`src/sv/wepm_pkg.sv`:
```
// Shared types, codes and mode tables for the wheel event to pot mapper.
// No dependencies.
package wepm_pkg;

    localparam int AXIS_BITS_DEF = 16;

    // input and result words
    typedef struct packed {
        logic        req_type;
        logic [9:0]  code;
        logic [15:0] value;
    } t_in_word;

    typedef struct packed {
        logic        pot_write;
        logic        pot_target;
        logic [7:0]  pot_data;
        logic        spring_update;
        logic [15:0] spring_level;
        logic [3:0]  effect_start_mask;
        logic [3:0]  effect_stop_mask;
        logic [1:0]  steer_mode_now;
        logic [1:0]  drive_mode_now;
    } t_out_word;

    // sequencer states
    typedef enum logic [2:0] {
        ST_IDLE,
        ST_LOAD,
        ST_DIV1,
        ST_CALC,
        ST_PREP,
        ST_DIV2,
        ST_FIN
    } t_state;

    // request kinds
    localparam logic REQ_BUTTON = 1'b0;

    // mode codes
    localparam logic [1:0] MODE_FULL    = 2'd0;
    localparam logic [1:0] MODE_HALF    = 2'd1;
    localparam logic [1:0] MODE_QUARTER = 2'd2;

    // button codes
    localparam logic [9:0] BTN_STEER_FULL    = 10'd288;
    localparam logic [9:0] BTN_STEER_HALF    = 10'd289;
    localparam logic [9:0] BTN_STEER_QUARTER = 10'd291;
    localparam logic [9:0] BTN_DRIVE_HALF    = 10'd292;
    localparam logic [9:0] BTN_DRIVE_QUARTER = 10'd293;
    localparam logic [9:0] BTN_DRIVE_FULL    = 10'd298;

    // axis numbers
    localparam logic [9:0] AXIS_STEER = 10'd0;
    localparam logic [9:0] AXIS_GAS   = 10'd1;
    localparam logic [9:0] AXIS_BRAKE = 10'd2;

    // pot values
    localparam logic [7:0] POT_START = 8'd63;
    localparam logic [7:0] POT_MAX   = 8'd127;
    localparam logic [7:0] GAS_CAP   = 8'd70;

    // effect bits
    localparam logic [3:0] EFF_PEDAL_ON   = 4'b0001;
    localparam logic [3:0] EFF_PEDAL_IDLE = 4'b0010;
    localparam logic [3:0] EFF_DRIVE_HALF = 4'b0100;
    localparam logic [3:0] EFF_DRIVE_FULL = 4'b1000;

    // spring scale: 65535 = 127 * 516 + 3
    localparam logic [15:0] SPRING_DIV  = 16'd127;
    localparam logic [7:0]  SPRING_BIAS = 8'd127;

    // steer full-scale range
    function automatic logic [15:0] steer_range(input logic [1:0] m);
        case (m)
            MODE_FULL: steer_range = 16'd65535;
            MODE_HALF: steer_range = 16'd32767;
            default:   steer_range = 16'd16383;
        endcase
    endfunction

    // 127 minus steer offset
    function automatic logic [8:0] steer_base(input logic [1:0] m);
        case (m)
            MODE_FULL: steer_base = 9'd127;
            MODE_HALF: steer_base = 9'd191;
            default:   steer_base = 9'd318;
        endcase
    endfunction

    // pedal full-scale range
    function automatic logic [15:0] drive_range(input logic [1:0] m);
        case (m)
            MODE_FULL: drive_range = 16'd510;
            MODE_HALF: drive_range = 16'd1020;
            default:   drive_range = 16'd1275;
        endcase
    endfunction

    // 127 minus gas offset
    function automatic logic [7:0] gas_base(input logic [1:0] m);
        case (m)
            MODE_FULL: gas_base = 8'd126;
            MODE_HALF: gas_base = 8'd94;
            default:   gas_base = 8'd88;
        endcase
    endfunction

    // negated brake offset
    function automatic logic [7:0] brake_add(input logic [1:0] m);
        case (m)
            MODE_FULL: brake_add = 8'd0;
            MODE_HALF: brake_add = 8'd32;
            default:   brake_add = 8'd38;
        endcase
    endfunction

endpackage

```
`src/sv/wheel_event_to_pot_mapper.sv`:
```
// Wheel event to pot mapper: top level with sequencer and bit-serial divider.
// Depends on wepm_pkg.
//
// One event in, one result word out. Button and other non-axis events skip the
// divider and give their word straight from the load state; a steer event runs
// the divider once; a gas or brake event runs it twice.
// The sequencer returns to idle for the next event once the word is registered.
// One restoring divider retires one quotient bit per cycle over AXIS_BITS+7
// bits: once for the axis scaling and, for pedals, once more for the spring
// level. The result sits in an output register, so a stalled consumer only
// holds the sequencer in its final state.
module wheel_event_to_pot_mapper
    import wepm_pkg::*;
#(
    parameter int AXIS_BITS = AXIS_BITS_DEF
) (
    input  logic      i_clk,
    input  logic      i_rst_n,
    input  logic      i_in_valid,
    output logic      o_in_ready,
    input  t_in_word  i_in_data,
    output logic      o_out_valid,
    input  logic      i_out_ready,
    output t_out_word o_out_data
);

    localparam int DW = AXIS_BITS + 7;   // dividend / quotient width
    localparam int PW = DW + 2;          // signed pot value width
    localparam int CW = $clog2(DW);      // bit counter width

    // control state
    t_state          r_state, n_state;
    logic [1:0]      r_steer_mode;
    logic [1:0]      r_drive_mode;
    logic [7:0]      r_last_steer;
    logic [15:0]     r_last_drive;
    logic            r_out_valid;

    // payload
    logic            r_req;
    logic [9:0]      r_code;
    logic [AXIS_BITS-1:0] r_v;
    logic [DW-1:0]   r_dq,   n_dq;
    logic [15:0]     r_rem,  n_rem;
    logic [15:0]     r_dvs,  n_dvs;
    logic [CW-1:0]   r_cnt,  n_cnt;
    logic signed [PW-1:0] r_pv, n_pv;
    logic [DW-1:0]   r_ax,   n_ax;
    logic            r_xneg, n_xneg;
    t_out_word       r_out;

    // decodes
    logic w_accept, w_out_free, w_fin, w_step, w_load, w_calc, w_prep;
    logic w_is_steer, w_is_gas, w_axis_live;

    // divider step
    logic [16:0] w_trial;
    logic        w_ge;
    logic [16:0] w_diff;

    // calc / prep
    logic [DW-1:0]        w_prod;
    logic signed [PW-1:0] w_qs;
    logic signed [PW-1:0] w_s;
    logic signed [PW:0]   w_x;
    logic signed [PW:0]   w_xabs;
    logic [DW-1:0]        w_ax_n;

    // finish
    logic signed [PW-1:0] w_capped;
    logic [15:0]          w_d16;
    logic [15:0]          w_ax16;
    logic [15:0]          w_q16;
    logic [15:0]          w_mag16;
    logic                 w_press;
    logic [1:0]           w_steer_next;
    logic [1:0]           w_drive_next;
    t_out_word            w_res;

    assign w_is_steer  = (r_code == AXIS_STEER);
    assign w_is_gas    = (r_code == AXIS_GAS);
    assign w_axis_live = r_req && (r_code inside {AXIS_STEER, AXIS_GAS, AXIS_BRAKE});
    assign w_out_free  = !r_out_valid || i_out_ready;

    // next state
    always_comb begin
        n_state = r_state;
        case (r_state)
            ST_IDLE: if (i_in_valid) n_state = ST_LOAD;
            ST_LOAD: n_state = w_axis_live ? ST_DIV1 : ST_FIN;
            ST_DIV1: if (r_cnt == '0) n_state = ST_CALC;
            ST_CALC: n_state = w_is_steer ? ST_FIN : ST_PREP;
            ST_PREP: n_state = ST_DIV2;
            ST_DIV2: if (r_cnt == '0) n_state = ST_FIN;
            ST_FIN:  if (w_out_free) n_state = ST_IDLE;
            default: n_state = ST_IDLE;
        endcase
    end

    // sequencer outputs
    always_comb begin
        o_in_ready = 1'b0;
        w_load     = 1'b0;
        w_step     = 1'b0;
        w_calc     = 1'b0;
        w_prep     = 1'b0;
        w_fin      = 1'b0;
        case (r_state)
            ST_IDLE: o_in_ready = 1'b1;
            ST_LOAD: w_load     = 1'b1;
            ST_DIV1: w_step     = 1'b1;
            ST_CALC: w_calc     = 1'b1;
            ST_PREP: w_prep     = 1'b1;
            ST_DIV2: w_step     = 1'b1;
            ST_FIN:  w_fin      = w_out_free;
            default: o_in_ready = 1'b0;
        endcase
    end

    assign w_accept = i_in_valid && o_in_ready;

    // restoring divide, one bit a cycle
    assign w_trial = {r_rem, r_dq[DW-1]};
    assign w_ge    = (w_trial >= {1'b0, r_dvs});
    assign w_diff  = w_trial - {1'b0, r_dvs};

    // v * 127 as (v << 7) - v
    assign w_prod = {r_v, 7'b0} - DW'(r_v);

    // scaled quotient and pot value
    assign w_qs = $signed({2'b00, r_dq});
    assign w_s  = $signed(PW'(steer_base(r_steer_mode))) - w_qs;

    // spring numerator sign and magnitude
    always_comb begin
        if (w_is_gas) begin
            w_x = {r_pv, 1'b0} - $signed((PW+1)'(SPRING_BIAS));
        end else begin
            w_x = $signed((PW+1)'(SPRING_BIAS)) - {r_pv, 1'b0};
        end
        w_xabs = w_x[PW] ? -w_x : w_x;
        w_ax_n = DW'(w_xabs);
    end

    // datapath next values
    always_comb begin
        n_dq   = r_dq;
        n_rem  = r_rem;
        n_dvs  = r_dvs;
        n_cnt  = r_cnt;
        n_pv   = r_pv;
        n_ax   = r_ax;
        n_xneg = r_xneg;
        if (w_load) begin
            n_dq  = w_prod;
            n_rem = '0;
            n_dvs = w_is_steer ? steer_range(r_steer_mode) : drive_range(r_drive_mode);
            n_cnt = CW'(DW - 1);
        end else if (w_step) begin
            n_rem = w_ge ? w_diff[15:0] : w_trial[15:0];
            n_dq  = {r_dq[DW-2:0], w_ge};
            n_cnt = r_cnt - 1'b1;
        end else if (w_calc) begin
            if (w_is_steer) begin
                // clamp to 0..127
                if (w_s[PW-1]) begin
                    n_pv = '0;
                end else if (|w_s[PW-2:7]) begin
                    n_pv = $signed(PW'(POT_MAX));
                end else begin
                    n_pv = w_s;
                end
            end else if (w_is_gas) begin
                n_pv = $signed(PW'(gas_base(r_drive_mode))) - w_qs;
            end else begin
                n_pv = w_qs + $signed(PW'(brake_add(r_drive_mode)));
            end
        end else if (w_prep) begin
            // divide 3*|x| by 127 for the spring remainder term
            n_xneg = w_x[PW];
            n_ax   = w_ax_n;
            n_dq   = {w_ax_n[DW-2:0], 1'b0} + w_ax_n;
            n_rem  = '0;
            n_dvs  = SPRING_DIV;
            n_cnt  = CW'(DW - 1);
        end
    end

    // spring: 516*|x| + floor(3*|x|/127), sign applied, low 16 bits
    assign w_ax16  = 16'(r_ax);
    assign w_q16   = 16'(r_dq);
    assign w_mag16 = {w_ax16[6:0], 9'b0} + {w_ax16[13:0], 2'b0} + w_q16;

    // gas is capped after the spring level is taken
    assign w_capped = (w_is_gas && (r_pv > $signed(PW'(GAS_CAP)))) ?
                      $signed(PW'(GAS_CAP)) : r_pv;
    assign w_d16    = 16'(w_capped);
    assign w_press  = (r_req == REQ_BUTTON) && (r_v == AXIS_BITS'(1));

    // result word and mode updates
    always_comb begin
        w_res        = '0;
        w_steer_next = r_steer_mode;
        w_drive_next = r_drive_mode;
        if (r_req == REQ_BUTTON) begin
            if (w_press) begin
                case (r_code)
                    BTN_STEER_FULL:    w_steer_next = MODE_FULL;
                    BTN_STEER_HALF:    w_steer_next = MODE_HALF;
                    BTN_STEER_QUARTER: w_steer_next = MODE_QUARTER;
                    default:           w_steer_next = r_steer_mode;
                endcase
                case (r_code)
                    BTN_DRIVE_FULL: begin
                        w_drive_next            = MODE_FULL;
                        w_res.effect_start_mask = EFF_DRIVE_FULL;
                    end
                    BTN_DRIVE_HALF: begin
                        w_drive_next            = MODE_HALF;
                        w_res.effect_start_mask = EFF_DRIVE_HALF;
                    end
                    BTN_DRIVE_QUARTER: w_drive_next = MODE_QUARTER;
                    default:           w_drive_next = r_drive_mode;
                endcase
            end
        end else if (w_is_steer) begin
            if (r_pv[7:0] != r_last_steer) begin
                w_res.pot_write  = 1'b1;
                w_res.pot_target = 1'b0;
                w_res.pot_data   = r_pv[7:0];
            end
        end else if (w_axis_live) begin
            if (r_pv != $signed(PW'(POT_START))) begin
                w_res.effect_stop_mask  = EFF_PEDAL_IDLE;
                w_res.effect_start_mask = EFF_PEDAL_ON;
            end else begin
                w_res.effect_stop_mask  = EFF_PEDAL_ON;
                w_res.effect_start_mask = EFF_PEDAL_IDLE;
            end
            w_res.spring_update = 1'b1;
            w_res.spring_level  = r_xneg ? (~w_mag16 + 16'd1) : w_mag16;
            if (w_d16 != r_last_drive) begin
                w_res.pot_write  = 1'b1;
                w_res.pot_target = 1'b1;
                w_res.pot_data   = w_d16[7:0];
            end
        end
        w_res.steer_mode_now = w_steer_next;
        w_res.drive_mode_now = w_drive_next;
    end

    // control registers
    always_ff @(posedge i_clk) begin
        if (!i_rst_n) begin
            r_state      <= ST_IDLE;
            r_steer_mode <= MODE_FULL;
            r_drive_mode <= MODE_QUARTER;
            r_last_steer <= POT_START;
            r_last_drive <= 16'(POT_START);
            r_out_valid  <= 1'b0;
        end else begin
            r_state <= n_state;
            if (w_fin) begin
                r_steer_mode <= w_steer_next;
                r_drive_mode <= w_drive_next;
                r_out_valid  <= 1'b1;
                if (w_res.pot_write && !w_res.pot_target) begin
                    r_last_steer <= w_res.pot_data;
                end
                if (w_res.pot_write && w_res.pot_target) begin
                    r_last_drive <= w_d16;
                end
            end else if (i_out_ready) begin
                r_out_valid <= 1'b0;
            end
        end
    end

    // payload registers
    always_ff @(posedge i_clk) begin
        if (w_accept) begin
            r_req  <= i_in_data.req_type;
            r_code <= i_in_data.code;
            r_v    <= i_in_data.value[AXIS_BITS-1:0];
        end
        r_dq   <= n_dq;
        r_rem  <= n_rem;
        r_dvs  <= n_dvs;
        r_cnt  <= n_cnt;
        r_pv   <= n_pv;
        r_ax   <= n_ax;
        r_xneg <= n_xneg;
        if (w_fin) begin
            r_out <= w_res;
        end
    end

    assign o_out_valid = r_out_valid;
    assign o_out_data  = r_out;

endmodule

```
`config.mk`:
```
export PLATFORM = sky130hd
export DESIGN_NAME = wheel_event_to_pot_mapper
export DESIGN_NICKNAME = d
export VERILOG_FILES = /design/src/sv/wepm_pkg.sv /design/src/sv/wheel_event_to_pot_mapper.sv
export SDC_FILE = /design/constraint.sdc
export NUM_CORES = 1
export LEC_CHECK = 0
export ABC_AREA = 0
export BUFFER_PORTS_ARGS = -buffer_cell sky130_fd_sc_hd__buf_2
export CORE_MARGIN = 2
export CORE_UTILIZATION = 50
export DETAILED_ROUTE_END_ITERATION = 8
export PLACE_DENSITY = 0.67
export SYNTH_ARGS = -nofsm -noshare
export SYNTH_HDL_FRONTEND = slang
export SYNTH_SLANG_ARGS = --single-unit
export TNS_END_PERCENT = 20
```
`constraint.sdc`:
```
create_clock -name i_clk -period 4.7 [get_ports i_clk]
set_input_delay 0 -clock i_clk [delete_from_list [all_inputs] [get_ports i_clk]]
set_output_delay 0 -clock i_clk [all_outputs]
set_load 0.01 [all_outputs]
```
==> results.md, run 1 <==
* Cells after Synth at 1446
* Clock latency on the worst-skew pair at 0.44 ns
* Fin worst setup slack at 0.283 ns
* Reg2reg path depth at 16
* Place WS at 0.225 ns
* EDFF count, synth at 134
* Layout area overhead at 12.0%
* DR iter-0 viols at 965
* FFs w/ async S/R, synth at 0%
* Die height at 166 um
* Post-route DRC violation count at 0
* Most common cell after layout, fill and taps aside: nor2_1
* Max VDD drop at 0.308 mV
* Dpl cell area at 13800 um^2
* Commonest non-fill, non-tap cells in the layout: nor2_1, edfxtp_1, nand2_1
* Largest cells by area after synthesis: edfxtp_1, dfxtp_1, ha_1
* Final nets at 1641
* Vias in the first global route at 10448
* Clock Tree Buf Depth at 2
* HPWL Detailed at 25.6 mm
* Io pins at 72
* Largest net degree at the start of global routing at 40
* Lkg Pwr at 5.66 nW
* DR WL/cell at 18.2 um
* Clock Tree Root: clkbuf_16
* Met1 Resource Use GR at 33.7%
* Cell Pwr Density at 433 nW/um^2
* Num rows at 59
* Clock power share at 22.4%
* Min cycle time layout at 4.42 ns
* Final wirelength at 34.1 mm
* Clock transition at the registers of the reported paths at 0.07 ns
* Sequential fraction of the synthesis area at 38.7%
* Gpl congestion at 0.943
* Cell variety after synth at 82
* Gr ovfl total at 0
* CTS tree: done
* CP Class: flop to flop
* Initial antenna violation count at 2
* Slew Viols, Final at 0
* Post-synthesis register bit count at 187
* Highest clock frequency the design can meet at 226 MHz
* Diode count at 0
* DP Cell Count at 1809
* Post-synth top area cell: edfxtp_1
* Mapped Area at 13100 um^2
* Clock Skews at 0.0113 ns
* Max-slew headroom at 28.0%
* Met2 Use GR at 41.2%
* Setup_tns at 0 ns
* Combinational share of power at 40.1%
* Final period util at 94.0%
* CP Launch Type: flop
* Starting Density at 50.7%
* Max Cap Violations at 0
* Seq. cell area at 5080 um^2
* RSZ-0062 raised after global routing: no
* Vias at 10958
* Port bufs at 69
* Sink Count at 187
* Number of synthesis warnings at 0
* Sw Share at 40.0%
* Hold Fails Final Rpt at 0
* Worst hold path cell count at 3
* First-pass GRT wire length at 54.8 mm
* Avg Vias per Cell at 5.86
* Setup violators final at 0
* CTS Buf Count at 17
* Die ar. at 27600 um^2
* Synth Area per Inst at 9.09 um^2
* Drt pass-1 iters at 5
* Number of routed nets with antenna violations at 0
* GRT Total Usage at 24.8%
* Post-route cell area at 14700 um^2
* CTS H-tree lvls at 4
* Sw power at 2.55 mW
* Final cell count without fillers at 1870
* Fill cells at 2342
* Multi-input gate area at 7510 um^2
* Internal power at 3.82 mW
* Tightest Hold Check Type: primary input to flop
* Met3 usage at 2.98%
* Slew @ Worst Pin at 1.08 ns
* Share of layout cells above drive strength 1 at 10.5%
* CP Capture Type: flop
* Die Wd at 166 um
* Req. time, crit path at 4.89 ns
* CP Data Arrival Time at 4.60 ns
* Layer carrying the most global-route usage: met2
* Status: completed
* Worst-path fanout max at 9
* Dominant synthesized flop cell: edfxtp_1
* Area fraction of the dominant cell type after synthesis at 30.6%
* Core box area at 25900 um^2
* Share of power burned in registers at 37.5%
==> routing by layer <==
layer / vias to the layer above / routed length (um)
li1: 5367 / -
met4: 0 / 811
met1: 5183 / 15400
met2: 364 / 15900
met5: - / 0
met3: 44 / 2000
==> repair_timing <==
item / CTS / global route
setup buffers: 0 / 2
endpoints found under the hold margin: 27 / 0
endpoints found under the setup margin: 0 / 6
gates resized for setup: 0 / 4
hold buffers: 27 / 0
==> registers in the layout, summed over array words and instances, names as in the netlist <==
signal	count
o_out_valid	1
r_ax	13
r_drive_mode	2
r_last_steer	8
o_out_data	35
r_last_drive	16
r_code	10
r_dq	23
r_dvs	10
r_v	16
r_req	1
r_pv	25
r_rem	16
r_xneg	1
r_state	3
r_cnt	5
r_steer_mode	2
==> synth_stat cells (all sizes together) (22+ instances only) <==
cell / number
nand2: 128
o21ai: 81
clkbuf: 56
nor2: 139
ha: 79
dfxtp: 53
nor3: 40
nor2b: 33
mux2i: 29
a21oi: 91
inv: 79
xor2: 36
a31oi: 22
nand3: 34
xnor2: 104
edfxtp: 134
==> critical path: stages, from the launching register on <==
cell      delay [ns]
edfxtp_1        0.46
nor4_4          0.40
nand4_4         0.24
o21a_1          0.28
or2_1           0.32
buf_4           0.22
xnor2_1         0.13
ha_1            0.28
or3b_2          0.48
o311a_1         0.15
a21oi_1         0.15
o211a_1         0.21
a221oi_4        0.10
a21o_1          0.23
a31oi_1         0.20
mux2i_1         0.23
nand2_1         0.09
==> power by group through the flow <==
stage / sequential [mW] / combinational (mW) / clock (mW)
after floorplan: 2.24 / 2.00 / 0
after global placement: 2.41 / 2.46 / 0
after detailed placement: 2.41 / 2.51 / 0
after CTS: 2.37 / 2.54 / 1.44
after global routing: 2.41 / 2.85 / 1.51
final: 2.39 / 2.55 / 1.43
==> final timing paths <==
path	from	end	slack, ns
max	r_pv[18]	r_dq[14]	0.28
min	i_out_ready	o_out_valid	0.003
max reg2reg	r_pv[18]	r_dq[14]	0.28
min reg2reg	r_rem[15]	r_rem[15]	0.47
==> cells by family (layout without fill, tap and decap cells) <==
kind of cell | Yosys count | after routing | share of synthesized area (%)
mux | 31 | 31 | 2.38
compound gates | 346 | 346 | 17.2
fa+ha+maj | 88 | 88 | 8.89
flops | 187 | 187 | 38.7
simple gates | 503 | 503 | 18.9
other cells | 1 | 2 | 0.0285
buf+inv | 150 | 238 | 4.57
xor+xnor | 140 | 140 | 9.33
==> metrics by stage <==
| stage | total power [mW] | util [%] | hold slack, ns |
|---|---|---|---|
| 2_1_floorplan | 4.25 | - | 0.0989 |
| 3_3_place_gp | 4.87 | 53.5 | 0.176 |
| 3_5_place_dp | 4.92 | 53.5 | 0.178 |
| 4_1_cts | 6.36 | 56.7 | 0.0145 |
| 5_1_grt | 6.77 | 56.8 | 0.0412 |
| 6_report | 6.37 | 56.8 | 0.00346 |
==> area by class of cell <==
cell class,count,area share (%)
Multi-Input combinational cell,1110,51.0
Sequential cell,187,34.5
Tap cell,335,2.85
Timing Repair Buffer,126,5.71
Inverter,80,2.04
Clock inverter,14,0.893
Clock buffer,18,2.92
(Power assumes the default switching activity.)
==> inputs of run 2 (changes only) <==
--- a/config.mk
+++ b/config.mk
@@ -6,11 +6,11 @@
 export NUM_CORES = 1
 export LEC_CHECK = 0
 export ABC_AREA = 0
-export BUFFER_PORTS_ARGS = -buffer_cell sky130_fd_sc_hd__buf_2
 export CORE_MARGIN = 2
 export CORE_UTILIZATION = 50
 export DETAILED_ROUTE_END_ITERATION = 8
-export PLACE_DENSITY = 0.67
+export DONT_BUFFER_PORTS = 1
+export PLACE_DENSITY = 0.65
 export SYNTH_ARGS = -nofsm -noshare
 export SYNTH_HDL_FRONTEND = slang
 export SYNTH_SLANG_ARGS = --single-unit
==> run 2 against run 1 <==
Register-to-register slack about the same. Routed wire length decreased by 0.81%. Combinational power about the same. Global-route usage decreased by 0.23 points. Clock power decreased by 3%. Core utilization decreased by 1.2 points. Design area decreased by 2.0%. Critical endpoint is now r_dq[22]. First-iteration DRC count decreased by 3.7%. Largest cell class unchanged.
==> results.md, run 2 (synthesis gave the netlist of run 1 again) <==
* Status: completed (unchanged)
* Io pins at 72 (unchanged)
* Final wirelength at 33.8 mm (was 34.1 mm)
* Setup violators final at 0 (unchanged)
* Tightest Hold Check Type: primary input to flop (unchanged)
* Cell Pwr Density at 439 nW/um^2 (was 433 nW/um^2)
* Vias in the first global route at 10163 (was 10448)
* CP Data Arrival Time at 4.59 ns (was 4.60 ns)
* Lkg Pwr at 5.43 nW (was 5.66 nW)
* DR iter-0 viols at 929 (was 965)
* CP Launch Type: flop (unchanged)
* Dpl cell area at 13500 um^2 (was 13800 um^2)
* DP Cell Count at 1737 (was 1809)
* CTS tree: done (unchanged)
* Final nets at 1576 (was 1641)
* Drt pass-1 iters at 5 (unchanged)
* Port bufs at 0 (was 69)
* Multi-input gate area at 7530 um^2 (was 7510 um^2)
* Gpl congestion at 0.974 (was 0.943)
* HPWL Detailed at 25.3 mm (was 25.6 mm)
* Clock Tree Buf Depth at 2 (unchanged)
* CP Capture Type: flop (unchanged)
* Starting Density at 50.7% (unchanged)
* Clock transition at the registers of the reported paths at 0.08 ns (was 0.07 ns)
* Largest net degree at the start of global routing at 47 (was 40)
* Worst-path fanout max at 9 (unchanged)
* Setup_tns at 0 ns (unchanged)
* Number of routed nets with antenna violations at 0 (unchanged)
* Layout area overhead at 9.73% (was 12.0%)
* Min cycle time layout at 4.41 ns (was 4.42 ns)
* CTS H-tree lvls at 4 (unchanged)
* Die height at 166 um (unchanged)
* Hold Fails Final Rpt at 0 (unchanged)
* Clock Skews at 0.0154 ns (was 0.0113 ns)
* Post-route cell area at 14400 um^2 (was 14700 um^2)
* Most common cell after layout, fill and taps aside: nor2_1 (unchanged)
* Gr ovfl total at 0 (unchanged)
* Sink Count at 187 (unchanged)
* GRT Total Usage at 24.6% (was 24.8%)
* Vias at 10840 (was 10958)
* Clock latency on the worst-skew pair at 0.44 ns (about the same)
* Avg Vias per Cell at 6.01 (was 5.86)
* DR WL/cell at 18.7 um (was 18.2 um)
* Clock Tree Root: clkbuf_16 (unchanged)
* First-pass GRT wire length at 54.0 mm (was 54.8 mm)
* Commonest non-fill, non-tap cells in the layout: nor2_1, edfxtp_1, nand2_1 (unchanged)
* Initial antenna violation count at 2 (unchanged)
* Fin Hold WS at 0.0543 ns (was 0.00346 ns)
* Post-route DRC violation count at 0 (unchanged)
* Req. time, crit path at 4.88 ns (was 4.89 ns)
* Final period util at 93.8% (was 94.0%)
* Max VDD drop at 0.395 mV (was 0.308 mV)
* Number of flip-flops under the largest register name at 35 (unchanged)
* Max Cap Violations at 0 (unchanged)
* CP Class: flop to flop (unchanged)
* Fill cells at 2307 (was 2342)
* Slew @ Worst Pin at 1.20 ns (was 1.08 ns)
* Share of layout cells above drive strength 1 at 6.39% (was 10.5%)
* Die Wd at 166 um (unchanged)
* Seq. cell area at 5080 um^2 (unchanged)
* Final cell count without fillers at 1805 (was 1870)
* Max-slew headroom at 20.0% (was 28.0%)
* CTS Buf Count at 17 (unchanged)
* Diode count at 0 (unchanged)
* Slew Viols, Final at 0 (unchanged)
* Core box area at 25900 um^2 (unchanged)
* Num rows at 59 (unchanged)
* Die ar. at 27600 um^2 (unchanged)
* Highest clock frequency the design can meet at 227 MHz (was 226 MHz)
-- run 2: metal layers --
layer	GRT usage, %	vias up	part of all wire [%]
met5	0	-	0
met3	3.46	54	5.8
met2	38.9	374	46
met1	34.6	5184	46
li1	-	5228	-
met4	8.47	0	2.5
-- run 2: final cells by class --
class	count	share of cell area [%]
tap	335	2.91
inverter	80	2.08
sequential	187	35.3
clock buffer	19	3.00
multi-input combinational	1110	52.2
clock inverter	13	0.755
timing repair buffer	61	3.80
-- run 2: critical path: stages (launching register included) --
cell and delay [ns]:
edfxtp_1 0.51, nor4_4 0.39, nand4_4 0.23, o21a_1 0.29, or2_1 0.35, buf_4 0.22, xnor2_1 0.14, ha_2 0.24
or3b_2 0.46, o311a_1 0.15, a21oi_1 0.15, o211a_1 0.21, a221oi_4 0.09, a31oi_2 0.30, o21ai_1 0.15, a32oi_1 0.18
nand2_1 0.08
-- run 2: stage by stage --
step | utilization [%] | total power [mW] | setup WS, ns
6_report | 55.7 | 6.33 | 0.291
5_1_grt | 55.7 | 6.73 | -0.00454
4_1_cts | 55.4 | 6.32 | 0.106
3_5_place_dp | 52.0 | 4.90 | 0.151
3_3_place_gp | 52.0 | 4.85 | 0.326
2_1_floorplan | - | 4.25 | 0.282
-- run 2: worst paths after layout --
check,start,to,slack (ns),depth (start not counted)
worst max-delay path,r_pv[9],r_dq[22],0.29,16
worst min-delay path,i_in_valid,r_state[1],0.05,5
worst max register to register,r_pv[9],r_dq[22],0.29,16
worst min register to register,r_last_drive[6],r_last_drive[6],0.48,2
-- run 2: what timing repair did --
item,in CTS,in global routing
hold buffers,32,0
endpoints found under the setup margin,0,6
gates resized for setup,0,5
setup buffers,0,4
hold endpoints to repair,59,0
-- run 2: power by group --
group | leakage [nW] | switching [mW] | internal [mW] | total [mW]
logic | 3.54 | 1.52 | 1.04 | 2.55
registers | 1.62 | 0.327 | 2.07 | 2.40
clock network | 0.263 | 0.685 | 0.694 | 1.38
